==> config.mk <==
export PLATFORM = sky130hd
export DESIGN_NAME = eth_ipv4_header_parser_checksum
export DESIGN_NICKNAME = d
export VERILOG_FILES = /design/src/rtl/eihp_pkg.sv /design/src/rtl/eth_ipv4_header_parser_checksum.sv /design/src/rtl/eihp_front.sv /design/src/rtl/eihp_queue.sv /design/src/rtl/eihp_back.sv
export SDC_FILE = /design/constraint.sdc
export NUM_CORES = 1
export LEC_CHECK = 0
export BUFFER_PORTS_ARGS = -buffer_cell sky130_fd_sc_hd__buf_2
export CAP_MARGIN = 10
export CORE_UTILIZATION = 30
export DETAILED_ROUTE_END_ITERATION = 10
export PLACE_DENSITY_LB_ADDON = 0.25
export SYNTH_ARGS = -nofsm -noshare
export SYNTH_HDL_FRONTEND = slang
export SYNTH_SLANG_ARGS = --single-unit
==> constraint.sdc <==
create_clock -name aclk -period 13.6 [get_ports aclk]
set_clock_uncertainty 0.15 [all_clocks]
set_input_delay 2.72 -clock aclk [delete_from_list [all_inputs] [get_ports aclk]]
set_output_delay 2.72 -clock aclk [all_outputs]
set_load 0.02 [all_outputs]
==> src/rtl/eihp_pkg.sv <==
// Package for the Ethernet/IPv4 header parser: constants, codes and record types.
// No dependencies.
`default_nettype none
package eihp_pkg;
    localparam logic [15:0] ETHERTYPE_IPV4 = 16'h0800;
    localparam logic [15:0] ETHERTYPE_ARP  = 16'h0806;
    localparam logic [7:0]  PROTO_ICMP = 8'd1;
    localparam logic [7:0]  PROTO_TCP  = 8'd6;
    localparam logic [7:0]  PROTO_UDP  = 8'd17;

    localparam logic [1:0] L3_IPV4  = 2'd0;
    localparam logic [1:0] L3_ARP   = 2'd1;
    localparam logic [1:0] L3_OTHER = 2'd2;

    localparam logic [2:0] L4_TCP   = 3'd0;
    localparam logic [2:0] L4_UDP   = 3'd1;
    localparam logic [2:0] L4_ICMP  = 3'd2;
    localparam logic [2:0] L4_OTHER = 3'd3;
    localparam logic [2:0] L4_NONE  = 3'd4;

    localparam int QUEUE_DEPTH = 2;

    // Captured state of one frame handed from the front to the back.
    typedef struct packed {
        logic [16:0] n;
        logic [15:0] ether_kind;
        logic [5:0]  ihl_bytes;
        logic [15:0] total_len;
        logic [7:0]  protocol;
        logic [7:0]  ttl;
        logic [31:0] ports;
        logic [3:0]  flags;
        logic [15:0] opcode;
        logic [16:0] ip_sum;
        logic [16:0] seg_sum;
    } frame_t;

    typedef struct packed {
        logic [1:0]  l3_kind;
        logic [2:0]  l4_kind;
        logic [5:0]  ip_header_bytes;
        logic [15:0] ip_total_len;
        logic [7:0]  time_to_live;
        logic        ip_checksum_ok;
        logic        tcp_checksum_ok;
        logic [15:0] source_port;
        logic [15:0] dst_port;
        logic [3:0]  tcp_flags;
        logic [15:0] op_or_type;
        logic        frame_short;
    } record_t;

    function automatic logic [16:0] oc_add(input logic [16:0] s, input logic [15:0] w);
        logic [17:0] t;
        logic [16:0] f;
        t = {1'b0, s} + {2'b0, w};
        f = {1'b0, t[15:0]} + {15'b0, t[17:16]};
        return f;
    endfunction
endpackage
`default_nettype wire

==> src/rtl/eth_ipv4_header_parser_checksum.sv <==
// Ethernet/IPv4/TCP/UDP header parser with IPv4 and TCP checksum checks.
// Throughput: one byte per cycle; the input stalls only while the frame queue is full.
// The last byte's transfer writes the frame queue; the back then loads the record
// into its output register once that register is empty or its record is taken.
// Reset (aresetn low, synchronous) empties the queue and output and clears all
// frame state; state also clears after each frame's last byte.
`default_nettype none
module eth_ipv4_header_parser_checksum #(
    parameter int QUEUE_DEPTH = eihp_pkg::QUEUE_DEPTH
) (
    input  wire logic        aclk,
    input  wire logic        aresetn,
    input  wire logic        s_valid,
    output logic             s_ready,
    input  wire logic [7:0]  s_data_byte,
    input  wire logic        s_last,
    output logic             m_valid,
    input  wire logic        m_ready,
    output logic [1:0]       m_l3_kind,
    output logic [2:0]       m_l4_kind,
    output logic [5:0]       m_ip_header_bytes,
    output logic [15:0]      m_ip_total_len,
    output logic [7:0]       m_time_to_live,
    output logic             m_ip_checksum_ok,
    output logic             m_tcp_checksum_ok,
    output logic [15:0]      m_source_port,
    output logic [15:0]      m_dst_port,
    output logic [3:0]       m_tcp_flags,
    output logic [15:0]      m_op_or_type,
    output logic             m_frame_short
);
    // Front: byte-by-byte field capture and running one's-complement sums.
    logic f_valid, f_ready, b_valid, b_ready;
    eihp_pkg::frame_t f_frame, b_frame;
    eihp_pkg::record_t rec;

    eihp_front u_front (
        .aclk, .aresetn, .s_valid, .s_ready, .s_data_byte, .s_last,
        .q_valid(f_valid), .q_ready(f_ready), .q_frame(f_frame)
    );

    // Hold finished frames so the front keeps taking bytes while output stalls.
    eihp_queue #(.DEPTH(QUEUE_DEPTH)) u_queue (
        .aclk, .aresetn,
        .in_valid(f_valid), .in_ready(f_ready), .in_frame(f_frame),
        .out_valid(b_valid), .out_ready(b_ready), .out_frame(b_frame)
    );

    // Back: classify, finish the checks, register the record.
    eihp_back u_back (
        .aclk, .aresetn,
        .q_valid(b_valid), .q_ready(b_ready), .q_frame(b_frame),
        .m_valid, .m_ready, .m_rec(rec)
    );

    assign m_l3_kind = rec.l3_kind;
    assign m_l4_kind = rec.l4_kind;
    assign m_ip_header_bytes = rec.ip_header_bytes;
    assign m_ip_total_len = rec.ip_total_len;
    assign m_time_to_live = rec.time_to_live;
    assign m_ip_checksum_ok = rec.ip_checksum_ok;
    assign m_tcp_checksum_ok = rec.tcp_checksum_ok;
    assign m_source_port = rec.source_port;
    assign m_dst_port = rec.dst_port;
    assign m_tcp_flags = rec.tcp_flags;
    assign m_op_or_type = rec.op_or_type;
    assign m_frame_short = rec.frame_short;
endmodule
`default_nettype wire

==> src/rtl/eihp_front.sv <==
// Front end: takes frame bytes, captures header fields and running checksums.
// Depends on eihp_pkg.
`default_nettype none
module eihp_front (
    input  wire logic             aclk,
    input  wire logic             aresetn,
    input  wire logic             s_valid,
    output logic                  s_ready,
    input  wire logic [7:0]       s_data_byte,
    input  wire logic             s_last,
    output logic                  q_valid,
    input  wire logic             q_ready,
    output eihp_pkg::frame_t      q_frame
);
    logic [15:0] pos_reg, pos_next;
    logic [7:0]  hi_reg, hi_next;
    logic [16:0] ip_sum_reg, ip_sum_next, seg_reg, seg_next;
    logic [15:0] ek_reg, ek_next, tl_reg, tl_next, op_reg, op_next;
    logic [5:0]  hl_reg, hl_next;
    logic [7:0]  pr_reg, pr_next, ttl_reg, ttl_next;
    logic [31:0] pt_reg, pt_next;
    logic [3:0]  fl_reg, fl_next;
    logic        take;
    logic [15:0] word, r;
    logic [16:0] l4, seg_end, p17;
    logic        odd;

    assign s_ready = q_ready;
    assign take = s_valid && s_ready;
    assign q_valid = s_valid && s_last;

    always_comb begin
        pos_next = pos_reg; hi_next = hi_reg; ip_sum_next = ip_sum_reg;
        seg_next = seg_reg; ek_next = ek_reg; tl_next = tl_reg; op_next = op_reg;
        hl_next = hl_reg; pr_next = pr_reg; ttl_next = ttl_reg; pt_next = pt_reg;
        fl_next = fl_reg;
        odd = pos_reg[0];
        word = {hi_reg, s_data_byte};
        p17 = {1'b0, pos_reg};
        l4 = 17'd14 + {11'b0, hl_reg};
        seg_end = 17'd14 + {1'b0, tl_reg};
        r = pos_reg - l4[15:0];
        if (pos_reg != 16'hFFFF) begin
            pos_next = pos_reg + 16'd1;
            if (pos_reg == 16'd13) ek_next = word;
            if (ek_reg == eihp_pkg::ETHERTYPE_IPV4 && pos_reg >= 16'd14) begin
                if (pos_reg == 16'd14) hl_next = {s_data_byte[3:0], 2'b00};
                if (pos_reg == 16'd17) tl_next = word;
                if (pos_reg == 16'd22) ttl_next = s_data_byte;
                if (pos_reg == 16'd23) pr_next = s_data_byte;
                if (odd && p17 < l4) ip_sum_next = eihp_pkg::oc_add(ip_sum_reg, word);
                if (odd && pos_reg >= 16'd26 && pos_reg <= 16'd33)
                    seg_next = eihp_pkg::oc_add(seg_reg, word);
                if (hl_reg >= 6'd20 && p17 >= l4) begin
                    if (pr_reg == eihp_pkg::PROTO_TCP || pr_reg == eihp_pkg::PROTO_UDP) begin
                        if (r == 16'd1) pt_next[31:16] = word;
                        if (r == 16'd3) pt_next[15:0] = word;
                    end
                    if (pr_reg == eihp_pkg::PROTO_TCP && r == 16'd13)
                        fl_next = {s_data_byte[4], s_data_byte[1], s_data_byte[2],
                                   s_data_byte[0]};
                    if (pr_reg == eihp_pkg::PROTO_ICMP && r == 16'd0)
                        op_next = {8'b0, s_data_byte};
                    if (p17 < seg_end) begin
                        if (odd) seg_next = eihp_pkg::oc_add(seg_reg, word);
                        else if (p17 + 17'd1 == seg_end)
                            seg_next = eihp_pkg::oc_add(seg_reg, {s_data_byte, 8'b0});
                    end
                end
            end
            if (ek_reg == eihp_pkg::ETHERTYPE_ARP && pos_reg == 16'd21) op_next = word;
            if (!odd) hi_next = s_data_byte;
        end
        q_frame.n = {1'b0, pos_next};
        q_frame.ether_kind = ek_next;
        q_frame.ihl_bytes = hl_next;
        q_frame.total_len = tl_next;
        q_frame.protocol = pr_next;
        q_frame.ttl = ttl_next;
        q_frame.ports = pt_next;
        q_frame.flags = fl_next;
        q_frame.opcode = op_next;
        q_frame.ip_sum = ip_sum_next;
        q_frame.seg_sum = seg_next;
    end

    always_ff @(posedge aclk) begin
        if (!aresetn || (take && s_last)) begin
            pos_reg <= '0; hi_reg <= '0; ip_sum_reg <= '0; seg_reg <= '0;
            ek_reg <= '0; tl_reg <= '0; op_reg <= '0; hl_reg <= '0;
            pr_reg <= '0; ttl_reg <= '0; pt_reg <= '0; fl_reg <= '0;
        end else if (take) begin
            pos_reg <= pos_next; hi_reg <= hi_next; ip_sum_reg <= ip_sum_next;
            seg_reg <= seg_next; ek_reg <= ek_next; tl_reg <= tl_next;
            op_reg <= op_next; hl_reg <= hl_next; pr_reg <= pr_next;
            ttl_reg <= ttl_next; pt_reg <= pt_next; fl_reg <= fl_next;
        end
    end
endmodule
`default_nettype wire

==> src/rtl/eihp_queue.sv <==
// Queue of captured frames (DEPTH entries, two by default) between front and back.
// Depends on eihp_pkg.
`default_nettype none
module eihp_queue #(
    parameter int DEPTH = eihp_pkg::QUEUE_DEPTH
) (
    input  wire logic             aclk,
    input  wire logic             aresetn,
    input  wire logic             in_valid,
    output logic                  in_ready,
    input  wire eihp_pkg::frame_t in_frame,
    output logic                  out_valid,
    input  wire logic             out_ready,
    output eihp_pkg::frame_t      out_frame
);
    localparam int AW = (DEPTH > 1) ? $clog2(DEPTH) : 1;
    eihp_pkg::frame_t mem_reg [DEPTH];
    logic [AW-1:0] wr_reg, rd_reg;
    logic [AW:0]   cnt_reg;
    logic push, pop;

    assign in_ready = cnt_reg != DEPTH[AW:0];
    assign out_valid = cnt_reg != '0;
    assign out_frame = mem_reg[rd_reg];
    assign push = in_valid && in_ready;
    assign pop = out_valid && out_ready;

    always_ff @(posedge aclk) begin
        if (push) mem_reg[wr_reg] <= in_frame;
    end

    always_ff @(posedge aclk) begin
        if (!aresetn) begin
            wr_reg <= '0; rd_reg <= '0; cnt_reg <= '0;
        end else begin
            if (push) wr_reg <= (wr_reg == AW'(DEPTH - 1)) ? '0 : wr_reg + 1'b1;
            if (pop) rd_reg <= (rd_reg == AW'(DEPTH - 1)) ? '0 : rd_reg + 1'b1;
            cnt_reg <= cnt_reg + {{AW{1'b0}}, push} - {{AW{1'b0}}, pop};
        end
    end
endmodule
`default_nettype wire

==> src/rtl/eihp_back.sv <==
// Back end: classifies a captured frame, finishes checksums, registers the record.
// Depends on eihp_pkg.
`default_nettype none
module eihp_back (
    input  wire logic             aclk,
    input  wire logic             aresetn,
    input  wire logic             q_valid,
    output logic                  q_ready,
    input  wire eihp_pkg::frame_t q_frame,
    output logic                  m_valid,
    input  wire logic             m_ready,
    output eihp_pkg::record_t     m_rec
);
    eihp_pkg::record_t rec_reg, rec;
    logic valid_reg;
    logic ihl_ok;
    logic [5:0] hl_eff, l4min;
    logic [16:0] s1, s2;
    logic [15:0] seglen;

    assign q_ready = !valid_reg || m_ready;
    assign m_valid = valid_reg;
    assign m_rec = rec_reg;

    always_comb begin
        rec = '0;
        rec.l4_kind = eihp_pkg::L4_NONE;
        ihl_ok = q_frame.ihl_bytes >= 6'd20;
        hl_eff = ihl_ok ? q_frame.ihl_bytes : 6'd20;
        l4min = '0;
        seglen = q_frame.total_len - {10'b0, q_frame.ihl_bytes};
        s1 = eihp_pkg::oc_add(q_frame.seg_sum, {8'b0, eihp_pkg::PROTO_TCP});
        s2 = eihp_pkg::oc_add(s1, seglen);
        if (q_frame.ether_kind == eihp_pkg::ETHERTYPE_IPV4) begin
            rec.l3_kind = eihp_pkg::L3_IPV4;
            case (q_frame.protocol)
                eihp_pkg::PROTO_TCP: begin rec.l4_kind = eihp_pkg::L4_TCP; l4min = 6'd20; end
                eihp_pkg::PROTO_UDP: begin rec.l4_kind = eihp_pkg::L4_UDP; l4min = 6'd8; end
                eihp_pkg::PROTO_ICMP: begin rec.l4_kind = eihp_pkg::L4_ICMP; l4min = 6'd4; end
                default: rec.l4_kind = eihp_pkg::L4_OTHER;
            endcase
            rec.ip_header_bytes = q_frame.ihl_bytes;
            rec.ip_total_len = q_frame.total_len;
            rec.time_to_live = q_frame.ttl;
            rec.frame_short = (q_frame.n < 17'd14 + {11'b0, hl_eff} + {11'b0, l4min})
                || (q_frame.n < 17'd14 + {1'b0, q_frame.total_len});
            rec.ip_checksum_ok = ihl_ok
                && (q_frame.n >= 17'd14 + {11'b0, q_frame.ihl_bytes})
                && (q_frame.ip_sum == 17'hFFFF);
            rec.tcp_checksum_ok = (rec.l4_kind == eihp_pkg::L4_TCP) && ihl_ok
                && (q_frame.total_len >= {10'b0, q_frame.ihl_bytes})
                && (q_frame.n >= 17'd14 + {1'b0, q_frame.total_len})
                && (s2 == 17'hFFFF);
            if (rec.l4_kind == eihp_pkg::L4_TCP || rec.l4_kind == eihp_pkg::L4_UDP) begin
                rec.source_port = q_frame.ports[31:16];
                rec.dst_port = q_frame.ports[15:0];
            end
            if (rec.l4_kind == eihp_pkg::L4_TCP) rec.tcp_flags = q_frame.flags;
            if (rec.l4_kind == eihp_pkg::L4_ICMP) rec.op_or_type = q_frame.opcode;
        end else if (q_frame.ether_kind == eihp_pkg::ETHERTYPE_ARP) begin
            rec.l3_kind = eihp_pkg::L3_ARP;
            rec.op_or_type = q_frame.opcode;
            rec.frame_short = q_frame.n < 17'd42;
        end else begin
            rec.l3_kind = eihp_pkg::L3_OTHER;
            rec.frame_short = q_frame.n < 17'd14;
        end
    end

    always_ff @(posedge aclk) begin
        if (!aresetn) valid_reg <= 1'b0;
        else if (q_ready) valid_reg <= q_valid;
    end

    always_ff @(posedge aclk) begin
        if (q_ready && q_valid) rec_reg <= rec;
    end
endmodule
`default_nettype wire

==> impl_results.md <==
- Residual DRC count: 0
- Vias in the first global route: 20880
- Max incr delay on CP: 0.84 ns
- Synth Area per Inst: 10.85 µm²
- Die area: 102800 µm²
- WP data arrival: 9.66 ns
- Setup tns final: 0 ns
- Post-synth EDFFs: 402
- Detailed-route via count: 21570
- Final WL: 83420 µm
- Async SR Flop Fraction: 0%
- Largest net degree at the start of global routing: 69
- WL/cell: 19.40 µm
- FF+latch count, synth: 572
- Count of pins over their slew limit: 0
- Top Ports: 105
- Fin. Hold Viols: 0
- R2r setup slk: 4.27 ns
- # fillers: 10030
- Syn-to-layout area delta: 13.96%
- Vias/cell: 5.015
- Gate Count Post-Synth: 2807
- Max reg flops: 312
- Power density cells: 157.9 nW/µm²
- Tot Pwr: 5478 µW
- Starting Density: 30.36%
- Combinational power share: 27.9%
- CTS sink cnt: 572
- Clock power share: 33.2%
- Synth top area share: 39.65%
- Area of the multi-input gates: 14190 µm²
- Cell area after synthesis: 30440 µm²
- Die Span Y: 320.6 µm
- Rows: 116
- Placed Cells: 4174
- Top FF cell, synth: edfxtp_1
- CP max FO: 60
- Port buffer count: 104
- RSZ-0062 raised after global routing: false
- Synth warnings: 0
- Critical path type: reg2reg
- Top post-synthesis cells by area: edfxtp_1 (40%), dfxtp_1 (11%), ha_1 (6.2%), mux2_2 (4.2%), mux2i_1 (3.8%)
- TritonCTS clock tree: built
- HPWL after DPL: 58070 µm
- Tmin final: 9.330 ns
- Most common cell on crit path: ha_1
- Pint: 3688 µW
- Final hold slack: 0.3006 ns
- First-pass GRT wire length: 127600 µm
- Period Utilization, post-route: 68.60%
- Worst Hold Class: reg2reg
- Total CTS buffers: 67
- Synth cell types: 97
- Gr usage total: 16.03%
- Yosys top cell by area: edfxtp_1
- Net Sw Power: 1790 µW
- DRT iter0 DRCs: 1638
- Die Wd: 320.6 µm
- CP Capture Type: flip-flop
- Clock transition at the registers of the reported paths: 0.06 ns
- Reg power frac: 38.9%
- Register area: 15480 µm²
- Hold-fix buffers, CTS: 0
- Slew HR: 19.53%
- Nets@finish: 3064
- Drt first pass iters: 5
- CP startpoint kind: flip-flop
- Core Region: 100300 µm²
- CTS H-Tree Depth: 3
- Post-Layout Cell Count: 4300
- Post_cts resized: 0
- Max Cap Violations: 0
- Status: complete, no violations
- Leak pwr: 0.01279 µW
- CTS root buf: clkbuf_16
- Worst VDD drop: 0.09473 mV
- Grt total ovfl: 0
- ANT nets after route: 0
- Fmax: 0.1072 GHz
- Switching Fraction: 32.68%
- Final setup fails: 0
- Setup Buffers After CTS: 0
- Sequential-to-total area share from yosys stat: 50.83%
- Syn Nets: 2985
- Least-Margin Pin Slew: 1.207 ns
- CP required: 13.93 ns
- Worst-case clock buffer depth: 3
- CP max-delay cell: dfxtp_4
- Clock Latency Late Sink: 0.61 ns
- Layout cells sized above 1: 13.78%
- RePlAce Congestion: 0.8832
- Initial antenna violation count: 0
[power groups by stage]
stage	logic [µW]	registers (µW)	clock network, µW
detailed placement	1530	2170	0
global route	1690	2150	1940
global placement	1540	2170	0
floorplan	1010	2270	0
finish	1530	2130	1820
CTS	1540	2130	1870
[critical path: cells and delay by family (launching register included)]
| family | cells | cell delay (ns) |
|---|---|---|
| AO/OA/AOI/OAI | 12 | 2.65 |
| AND/OR/NAND/NOR | 11 | 2.53 |
| adder cells (fa/ha/maj) | 5 | 1.44 |
| buffers and inverters | 3 | 1.04 |
| flip-flops | 1 | 0.84 |
| XOR/XNOR | 2 | 0.31 |
| multiplexers | 1 | 0.21 |
[cells in the mapped netlist, drive strengths merged (6+ instances only)]
library cell / count
a32o: 8
o31a: 8
o31ai: 10
buf: 48
or4: 16
xor2: 67
mux2i: 115
or2: 12
a31oi: 17
a21o: 33
xnor2: 92
nor3: 50
and2: 25
and4: 9
clkbuf: 82
nand3: 85
nand3b: 7
dfxtp: 170
o21a: 19
nor4: 38
nand4: 40
ha: 152
nor2: 238
o211ai: 15
a21oi: 190
a22o: 20
edfxtp: 402
a2111oi: 13
mux2: 119
a32oi: 10
a211oi: 28
a21boi: 10
o21ai: 104
nand2: 294
nor3b: 6
or3: 17
and3: 26
nand2b: 17
inv: 74
fa: 13
nor4b: 10
nor2b: 34
[final cells by class]
class	count	share of cell area, %
Multi-Input combinational cell	2031	40.91
Sequential cell	572	44.61
Clock inverter	23	0.8331
Clock buffer	100	5.644
Tap cell	1357	4.894
Antenna cell	3	0.02164
Timing Repair Buffer	140	2.279
Inverter	74	0.8006
[layout by cell type (no fill, tap or decap), types with 69 or more instances in the layout]
cell       instances
nor2_1           234
nand3_1           83
buf_2            104
o21ai_0           96
ha_1             152
mux2_2           113
clkbuf_16         69
nand2_1          291
edfxtp_1         402
dfxtp_1          169
a21oi_1          188
inv_1             73
mux2i_1          115
xnor2_1           92
[worst paths after layout]
path | start | to | depth (start not counted)
setup / recovery | flip-flop | u_back.m_rec[53]$_SDFFCE_PN0P_ | 34
setup reg to reg | flip-flop | u_back.m_rec[53]$_SDFFCE_PN0P_ | 34
hold / removal | u_front.pt_reg[11]$_SDFFE_PP0P_ | u_front.pt_reg[11]$_SDFFE_PP0P_ | 2
hold reg to reg | u_front.pt_reg[11]$_SDFFE_PP0P_ | u_front.pt_reg[11]$_SDFFE_PP0P_ | 2
[routing by layer]
layer	up-vias	global-route usage, %	routed length, µm
met2	382	25.91	38670
met3	87	2.191	3064
met1	10550	22.44	40110
met4	0	4.051	1576
met5	-	0	0
li1	10550	-	-
[cells by family after synthesis]
family                     synth area share [%]
buffers and inverters                     2.737
muxes                                     8.183
DFF                                       50.83
xor gates and xnor gates                  4.796
and+or+nand+nor                           15.05
adders and majority gates                 7.135
AOI/OAI and AO/OA                         11.27
[stage by stage]
step	setup slack (ns)	instance area, µm²	utilization [%]
after floorplan	3.072	30440	-
after global placement	4.302	32440	32.35
after detailed placement	4.181	32440	32.35
after CTS	4.170	34690	34.59
after global routing	3.389	34690	34.59
final	4.270	34690	34.59
Note: power is estimated with default switching activity, not from simulation.
